## config.mk

```make
export PLATFORM = sky130hd
export DESIGN_NAME = hsl_to_rgb_fixed
export DESIGN_NICKNAME = d
export VERILOG_FILES = /design/src/sv/hslrgb_pkg.sv /design/src/sv/hslrgb_hue.sv /design/src/sv/hslrgb_levels.sv /design/src/sv/hslrgb_chan.sv /design/src/sv/hsl_to_rgb_fixed.sv
export SDC_FILE = /design/constraint.sdc
export NUM_CORES = 2
export LEC_CHECK = 0
export ABC_AREA = 1
export BUFFER_PORTS_ARGS = -buffer_cell sky130_fd_sc_hd__buf_2
export CORE_UTILIZATION = 61
export CTS_CLUSTER_DIAMETER = 120
export DETAILED_ROUTE_END_ITERATION = 8
export PLACE_DENSITY = 0.84
export SLEW_MARGIN = 20
export SYNTH_ARGS = -nofsm -noshare
export SYNTH_HDL_FRONTEND = slang
export SYNTH_SLANG_ARGS = --single-unit
```

## constraint.sdc

```tcl
create_clock -name clk -period 16.2 [get_ports clk]
set_clock_uncertainty 0.2 [all_clocks]
set_input_delay 2.43 -clock clk [delete_from_list [all_inputs] [get_ports clk]]
set_output_delay 2.43 -clock clk [all_outputs]
set_load 0.05 [all_outputs]
```

## src/sv/hslrgb_pkg.sv

```systemverilog
// hslrgb_pkg: shared types, constants and helpers for the HSL to RGB converter.
// Used by every module of hsl_to_rgb_fixed and its checker.
package hslrgb_pkg;

  localparam int VAL_W  = 10;   // hue, saturation, lightness, levels
  localparam int CH_W   = 8;    // colour channel
  localparam int PROD_W = 20;   // products below 2^20
  localparam int OFF_W  = 12;   // signed shifted hue
  localparam int RCP_W  = 21;
  localparam int MUL_W  = PROD_W + RCP_W;
  localparam int SCL_W  = 29;
  localparam int OUTM_W = VAL_W + SCL_W;
  localparam int RCP_SH = 30;
  localparam int LATENCY = 9;

  localparam logic [VAL_W-1:0] FULL_SCALE = VAL_W'(1000);
  localparam logic [VAL_W-1:0] HALF_SCALE = VAL_W'(500);
  localparam logic [VAL_W-1:0] TWO_THIRDS = VAL_W'(2000 / 3);

  // ceil(2^30 / 1000): exact floor(x / 1000) for x below 6e6
  localparam logic [RCP_W-1:0] RECIP_1000 = RCP_W'(1073742);
  // 255 * RECIP_1000: floor(255 * x / 1000) in one product
  localparam logic [SCL_W-1:0] SCALE_255  = SCL_W'(255 * 1073742);

  localparam logic signed [OFF_W-1:0] OFF_RED   = OFF_W'(1000 / 3);
  localparam logic signed [OFF_W-1:0] OFF_GREEN = OFF_W'(0);
  localparam logic signed [OFF_W-1:0] OFF_BLUE  = -OFF_W'(1000 / 3);

  typedef enum logic [1:0] {
    SEG_UP,
    SEG_HIGH,
    SEG_DOWN,
    SEG_LOW
  } seg_t;

  typedef struct packed {
    seg_t             seg;
    logic [VAL_W-1:0] k;    // ramp weight, scaled by 1000
  } hue_t;

  typedef struct packed {
    logic [VAL_W-1:0] hi;
    logic [VAL_W-1:0] lo;
    logic [VAL_W-1:0] d;
  } lvl_t;

  function automatic logic [VAL_W-1:0] clamp_val(input logic [VAL_W-1:0] v);
    return (v > FULL_SCALE) ? FULL_SCALE : v;
  endfunction

endpackage

```

## src/sv/hslrgb_hue.sv

```systemverilog
// hslrgb_hue: hue shift, wrap and segment decode for one channel.
// Combinational; depends on hslrgb_pkg.
module hslrgb_hue import hslrgb_pkg::*; (
  input  logic [VAL_W-1:0]        hue,
  input  logic signed [OFF_W-1:0] offset,
  output hue_t                    hue_info
);

  logic signed [OFF_W-1:0] hs;
  logic signed [OFF_W-1:0] hw;
  logic [VAL_W-1:0]        hv;
  logic [OFF_W:0]          k_full;

  always_comb begin
    hs = $signed({2'b00, hue}) + offset;
    if (hs < 0) begin
      hw = hs + $signed({2'b00, FULL_SCALE});
    end else if (hs > $signed({2'b00, FULL_SCALE})) begin
      hw = hs - $signed({2'b00, FULL_SCALE});
    end else begin
      hw = hs;
    end
    hv = hw[VAL_W-1:0];

    k_full = '0;
    if (hv inside {[10'd0 : 10'd166]}) begin
      hue_info.seg = SEG_UP;
      k_full = (OFF_W+1)'(hv) * (OFF_W+1)'(6);
    end else if (hv inside {[10'd167 : 10'd499]}) begin
      hue_info.seg = SEG_HIGH;
    end else if (hv inside {[10'd500 : 10'd666]}) begin
      hue_info.seg = SEG_DOWN;
      k_full = (OFF_W+1)'(TWO_THIRDS - hv) * (OFF_W+1)'(6);
    end else begin
      hue_info.seg = SEG_LOW;
    end
    hue_info.k = k_full[VAL_W-1:0];
  end

endmodule

```

## src/sv/hslrgb_levels.sv

```systemverilog
// hslrgb_levels: three-stage pipeline forming the high and low levels.
// Depends on hslrgb_pkg.
module hslrgb_levels import hslrgb_pkg::*; (
  input  logic             clk,
  input  logic [VAL_W-1:0] sat,
  input  logic [VAL_W-1:0] light,
  output lvl_t             lvl
);

  logic [VAL_W:0]    op_a;
  logic [PROD_W-1:0] p_r, p_nxt;
  logic [MUL_W-1:0]  m_r, m_nxt;
  logic [VAL_W-1:0]  l1_r, s1_r, l2_r, s2_r;
  logic              lb1_r, lb1_nxt, lb2_r;
  logic [VAL_W-1:0]  q;
  logic [VAL_W:0]    sum;
  logic [VAL_W:0]    lo_full;
  lvl_t              lvl_r, lvl_nxt;

  // stage 1: l*(1000+s) below half scale, s*l at or above
  always_comb begin
    lb1_nxt = (light < HALF_SCALE);
    op_a    = lb1_nxt ? ({1'b0, sat} + {1'b0, FULL_SCALE}) : {1'b0, sat};
    p_nxt   = PROD_W'((2*VAL_W+1)'(light) * (2*VAL_W+1)'(op_a));
  end

  // stage 2: divide by 1000 through the reciprocal
  assign m_nxt = MUL_W'(p_r) * MUL_W'(RECIP_1000);

  // stage 3: levels
  always_comb begin
    q           = m_r[RCP_SH+VAL_W-1:RCP_SH];
    sum         = {1'b0, l2_r} + {1'b0, s2_r} - {1'b0, q};
    lvl_nxt.hi  = lb2_r ? q : sum[VAL_W-1:0];
    lo_full     = {l2_r, 1'b0} - {1'b0, lvl_nxt.hi};
    lvl_nxt.lo  = lo_full[VAL_W-1:0];
    lvl_nxt.d   = lvl_nxt.hi - lvl_nxt.lo;
  end

  always_ff @(posedge clk) begin
    p_r   <= p_nxt;
    l1_r  <= light;
    s1_r  <= sat;
    lb1_r <= lb1_nxt;
    m_r   <= m_nxt;
    l2_r  <= l1_r;
    s2_r  <= s1_r;
    lb2_r <= lb1_r;
    lvl_r <= lvl_nxt;
  end

  assign lvl = lvl_r;

endmodule

```

## src/sv/hslrgb_chan.sv

```systemverilog
// hslrgb_chan: per-channel pipeline, hue ramp and 255/1000 scaling.
// Depends on hslrgb_pkg; takes levels from hslrgb_levels.
module hslrgb_chan import hslrgb_pkg::*; (
  input  logic            clk,
  input  hue_t            hue_info,
  input  lvl_t            lvl,
  output logic [CH_W-1:0] color
);

  hue_t              h2_r, h3_r, h4_r, h5_r, h6_r;
  lvl_t              v5_r, v6_r;
  logic [PROD_W-1:0] pc_r, pc_nxt;
  logic [MUL_W-1:0]  mc_r, mc_nxt;
  logic [VAL_W-1:0]  q;
  logic [VAL_W:0]    ramp;
  logic [VAL_W-1:0]  level_r, level_nxt;
  logic [OUTM_W-1:0] ml_r, ml_nxt;
  logic [CH_W-1:0]   color_r;

  assign pc_nxt = PROD_W'(PROD_W'(lvl.d) * PROD_W'(h4_r.k));
  assign mc_nxt = MUL_W'(pc_r) * MUL_W'(RECIP_1000);

  always_comb begin
    q    = mc_r[RCP_SH+VAL_W-1:RCP_SH];
    ramp = {1'b0, v6_r.lo} + {1'b0, q};
    case (h6_r.seg)
      SEG_UP, SEG_DOWN: level_nxt = ramp[VAL_W-1:0];
      SEG_HIGH:         level_nxt = v6_r.hi;
      default:          level_nxt = v6_r.lo;
    endcase
  end

  assign ml_nxt = OUTM_W'(level_r) * OUTM_W'(SCALE_255);

  always_ff @(posedge clk) begin
    h2_r    <= hue_info;
    h3_r    <= h2_r;
    h4_r    <= h3_r;
    h5_r    <= h4_r;
    h6_r    <= h5_r;
    v5_r    <= lvl;
    v6_r    <= v5_r;
    pc_r    <= pc_nxt;
    mc_r    <= mc_nxt;
    level_r <= level_nxt;
    ml_r    <= ml_nxt;
    color_r <= ml_r[RCP_SH+CH_W-1:RCP_SH];
  end

  assign color = color_r;

endmodule

```

## src/sv/hsl_to_rgb_fixed.sv

```systemverilog
// hsl_to_rgb_fixed: top level, HSL (scaled by 1000) to 8-bit RGB pixel converter.
// Depends on hslrgb_pkg, hslrgb_hue, hslrgb_levels and hslrgb_chan.
//
//   channel  | ports                                   | handshake
//   ---------+-----------------------------------------+------------------------
//   input    | in_hue, in_saturation, in_lightness     | start && !busy
//   result   | out_red, out_green, out_blue            | out_valid, one cycle
//
// One item per clock; busy is never raised. Each result passes the input register,
// three level stages, then five channel stages (ramp product, divide, level, scale,
// out) before it reaches the ports together with out_valid.
// Synchronous reset clears the valid bits only; data registers are left.
// The receiver cannot stall, so the pipeline never holds.
module hsl_to_rgb_fixed import hslrgb_pkg::*; (
  input  logic             clk,
  input  logic             rst_n,
  input  logic             start,
  output logic             busy,
  input  logic [VAL_W-1:0] in_hue,
  input  logic [VAL_W-1:0] in_saturation,
  input  logic [VAL_W-1:0] in_lightness,
  output logic             out_valid,
  output logic [CH_W-1:0]  out_red,
  output logic [CH_W-1:0]  out_green,
  output logic [CH_W-1:0]  out_blue
);

  logic [LATENCY-1:0] vld_r, vld_nxt;
  logic [VAL_W-1:0]   h_r, s_r, l_r;
  hue_t               hue_red, hue_green, hue_blue;
  lvl_t               lvl;

  assign busy    = 1'b0;
  assign vld_nxt = {vld_r[LATENCY-2:0], start & ~busy};

  always_ff @(posedge clk) begin
    if (!rst_n) begin
      vld_r <= '0;
    end else begin
      vld_r <= vld_nxt;
    end
  end

  always_ff @(posedge clk) begin
    h_r <= clamp_val(in_hue);
    s_r <= clamp_val(in_saturation);
    l_r <= clamp_val(in_lightness);
  end

  hslrgb_hue u_hue_red   (.hue(h_r), .offset(OFF_RED),   .hue_info(hue_red));
  hslrgb_hue u_hue_green (.hue(h_r), .offset(OFF_GREEN), .hue_info(hue_green));
  hslrgb_hue u_hue_blue  (.hue(h_r), .offset(OFF_BLUE),  .hue_info(hue_blue));

  hslrgb_levels u_levels (.clk(clk), .sat(s_r), .light(l_r), .lvl(lvl));

  hslrgb_chan u_red   (.clk(clk), .hue_info(hue_red),   .lvl(lvl), .color(out_red));
  hslrgb_chan u_green (.clk(clk), .hue_info(hue_green), .lvl(lvl), .color(out_green));
  hslrgb_chan u_blue  (.clk(clk), .hue_info(hue_blue),  .lvl(lvl), .color(out_blue));

  assign out_valid = vld_r[LATENCY-1];

endmodule

```

==> flow_metrics.env <==
export IMPL_max_freq_mhz=141
export IMPL_fp_dieW_microns=316
export IMPL_drt_wl_total_microns=134000
export IMPL_root_buffer="clkbuf_16"
export IMPL_yosysSeqAreaShare=0.150
export IMPL_grt_max_degree=28
export IMPL_crit_fanout=11
export IMPL_vias=44600
export IMPL_pin_count=59
export IMPL_start_util=0.619
export IMPL_syn_area_sq_um=60200
export IMPL_synth_edf_count=0
export IMPL_path_class="reg -> reg"
export IMPL_cp_arrival_ps=7510
export IMPL_worstSetupEndpointType="flip-flop"
export IMPL_synthFlopType="dfxtp_1"
export IMPL_whs_path_depth=0
export IMPL_async_flop_share=0
export IMPL_io_buffer_count=57
export IMPL_finalNetCount=9053
export IMPL_ctsResizeCount=0
export IMPL_min_path_type="reg -> reg"
export IMPL_die_h_microns=316
export IMPL_holdPathEnd="u_blue.color[0]"
export IMPL_wl_per_cell_microns=16.2
export IMPL_cp_required_ps=16600
export IMPL_gp_congestion=0.950
export IMPL_min_period_over_period=0.439
export IMPL_insertion_delay_ps=660
export IMPL_fillers=7448
export IMPL_synth_most_common_cell="inv_1"
export IMPL_rsz0062_at_grt="no"
export IMPL_ys_warnings_count=0
export IMPL_remaining_drc_errors=0
export IMPL_hold_violations=0
export IMPL_synth_top_area_cell="ha_1"
export IMPL_die_area_sq_um=100000
export IMPL_grtUsageTotal=0.277
export IMPL_diodes=0
export IMPL_dpl_hpwl_microns=113000
export IMPL_drt_pass1_iterations=5
export IMPL_synth_common_cells="1788 x inv_1, 1273 x ha_1, 994 x nand2_1, 771 x fa_1, 450 x dfxtp_1"
export IMPL_worst_slew_pin_slew_ps=814
export IMPL_rows=114
export IMPL_r2r_start="l_r[7]"
export IMPL_core_area_sq_um=97300
export IMPL_slew_headroom=0.457
export IMPL_reg2reg_slack_ps=9090
export IMPL_r2r_end="u_levels.p_r[17]"
export IMPL_ys_ff_latch=450
export IMPL_overflow=0
export IMPL_clk_pin_slew_ps=70
export IMPL_maxCapViolCount=0
export IMPL_status="completed"
export IMPL_clockBufferDepth=3
export IMPL_via_per_inst=5.37
export IMPL_period_needed_ps=7110
export IMPL_setup_viol=0
export IMPL_avgSynthCellArea_sq_um=8.70
export IMPL_cts_made_buffers=48
export IMPL_synth_area_leaders="ha_1 26%, fa_1 26%, dfxtp_1 15%, inv_1 11%, nand2_1 6.2%"
export IMPL_grt_pass1_wl_microns=224000
export IMPL_drtAntennaViolNets=0
export IMPL_area_growth_syn_to_layout_pct=5.69
export IMPL_hold_start="u_blue.ml_r[30]"
export IMPL_cts_tree="done"
export IMPL_hold_buffers=0
export IMPL_worst_setup_path_start_kind="flip-flop"
export IMPL_finalMaxSlewViolations=0
export IMPL_grt_pass1_vias=47100
export IMPL_synth_top_cell_area_share=0.265
export IMPL_regArea_sq_um=9010
export IMPL_multiInputGateArea_sq_um=44100
export IMPL_antenna_found_initial=1
export IMPL_ys_types=64
export IMPL_cts_sinks=450
export IMPL_worstRegToRegCells=27
export IMPL_cts_setup_buffers=0
export IMPL_drive_gt1_frac=0.0362
export IMPL_cts_htree_levels=2
export IMPL_drt_iter0_drc=2820
export IMPL_tns_ps=0
export IMPL_postSynthCellCount=6924
==> cells in the final DEF, fill, tap and decap left out, types with 48 or more instances in the layout <==
cell type and n:
nor2_1 310, buf_2 57, fa_1 771, nand2_1 994
inv_1 1788, xnor2_1 49, a21oi_1 336, dfxtp_1 450
o21ai_0 172, ha_1 1273, xor2_1 146, clkbuf_16 48
nand3_1 127
==> state kept, by name (all words and copies together) (netlist names), 11 cells and up <==
name / flops
u_green.h2_r: 11
u_red.pc_r: 18
u_red.h2_r: 11
u_red.v6_r: 19
u_green.h3_r: 11
u_red.h3_r: 11
u_green.pc_r: 18
u_levels.lvl: 28
u_blue.pc_r: 18
u_blue.h4_r: 11
u_green.h4_r: 11
u_red.h4_r: 11
u_blue.h3_r: 11
u_red.v5_r: 19
u_levels.p_r: 20
u_blue.h2_r: 11
==> layer usage <==
| layer | share of wire | routed length, microns | global-route usage | vias to the layer above |
|---|---|---|---|---|
| li1 | - | - | - | 21500 |
| met1 | 0.42 | 56800 | 0.354 | 21400 |
| met2 | 0.49 | 65900 | 0.489 | 1287 |
| met3 | 0.051 | 6910 | 0.0318 | 324 |
| met4 | 0.034 | 4570 | 0.0885 | 0 |
| met5 | 0 | 0 | 0 | - |
==> metrics by stage <==
step                worst slack, ps  hold WS, ps  utilization  std cells  cell area (sq um)
global placement               9310          110        0.636       8202              61900
global route                   8530          126        0.654       8292              63600
finish                         9090          119        0.654       8292              63600
floorplan                     10020          110            -       6952              60300
CTS                            9140          120        0.654       8292              63600
detailed placement             9160          112        0.636       8202              61900
==> how the worst max path moves through the flow <==
stage               cells after the start               end  slack (ps)  startpoint
finish                                 27  u_levels.p_r[17]        9090      l_r[7]
global route                           27  u_levels.p_r[17]        8530      l_r[7]
CTS                                    27  u_levels.p_r[17]        9140      l_r[7]
detailed placement                     27  u_levels.p_r[17]        9160      l_r[7]
global placement                       27  u_levels.p_r[17]        9310      l_r[7]
floorplan                              28  u_levels.p_r[17]       10020      l_r[7]
==> worst max-delay path, cell delays in order (launching register included) <==
cell	delay, ps
dfxtp_1	630
inv_1	150
nor3_1	200
o2111ai_1	130
nand2_1	250
inv_2	120
or2_2	290
o21ai_1	290
nor2_1	130
fa_1	550
inv_1	50
fa_1	470
fa_1	560
inv_1	60
fa_1	540
inv_1	60
fa_1	530
inv_1	40
ha_1	360
nand2_1	70
nor2_1	180
nand2_1	90
o2111ai_1	100
nor2_1	110
o21ai_0	300
a31oi_1	190
o21ai_0	250
xor2_1	150
==> cell families (layout without fill, tap and decap cells) <==
kind of cell / Yosys count / count (layout) / synth area share
adders and majority gates: 2044 / 2044 / 0.521
buffers and inverters: 1898 / 1962 / 0.119
and+or+nand+nor: 1610 / 1610 / 0.112
AOI/OAI and AO/OA: 722 / 722 / 0.0689
DFF: 450 / 450 / 0.150
xor gates and xnor gates: 198 / 198 / 0.0292
other: 2 / 30 / 0.000125
==> final cells by class <==
class                           count  area share
Multi-Input combinational cell   4604       0.693
Sequential cell                   450       0.142
Inverter                         1806       0.107
Tap cell                         1276      0.0251
Clock buffer                       54      0.0200
Clock inverter                     36     0.00771
Timing Repair Buffer               66     0.00554
Power is left out: the tool's default activity adds up to more than one toggle a clock period on the data nets, which glitch-free logic cannot reach.
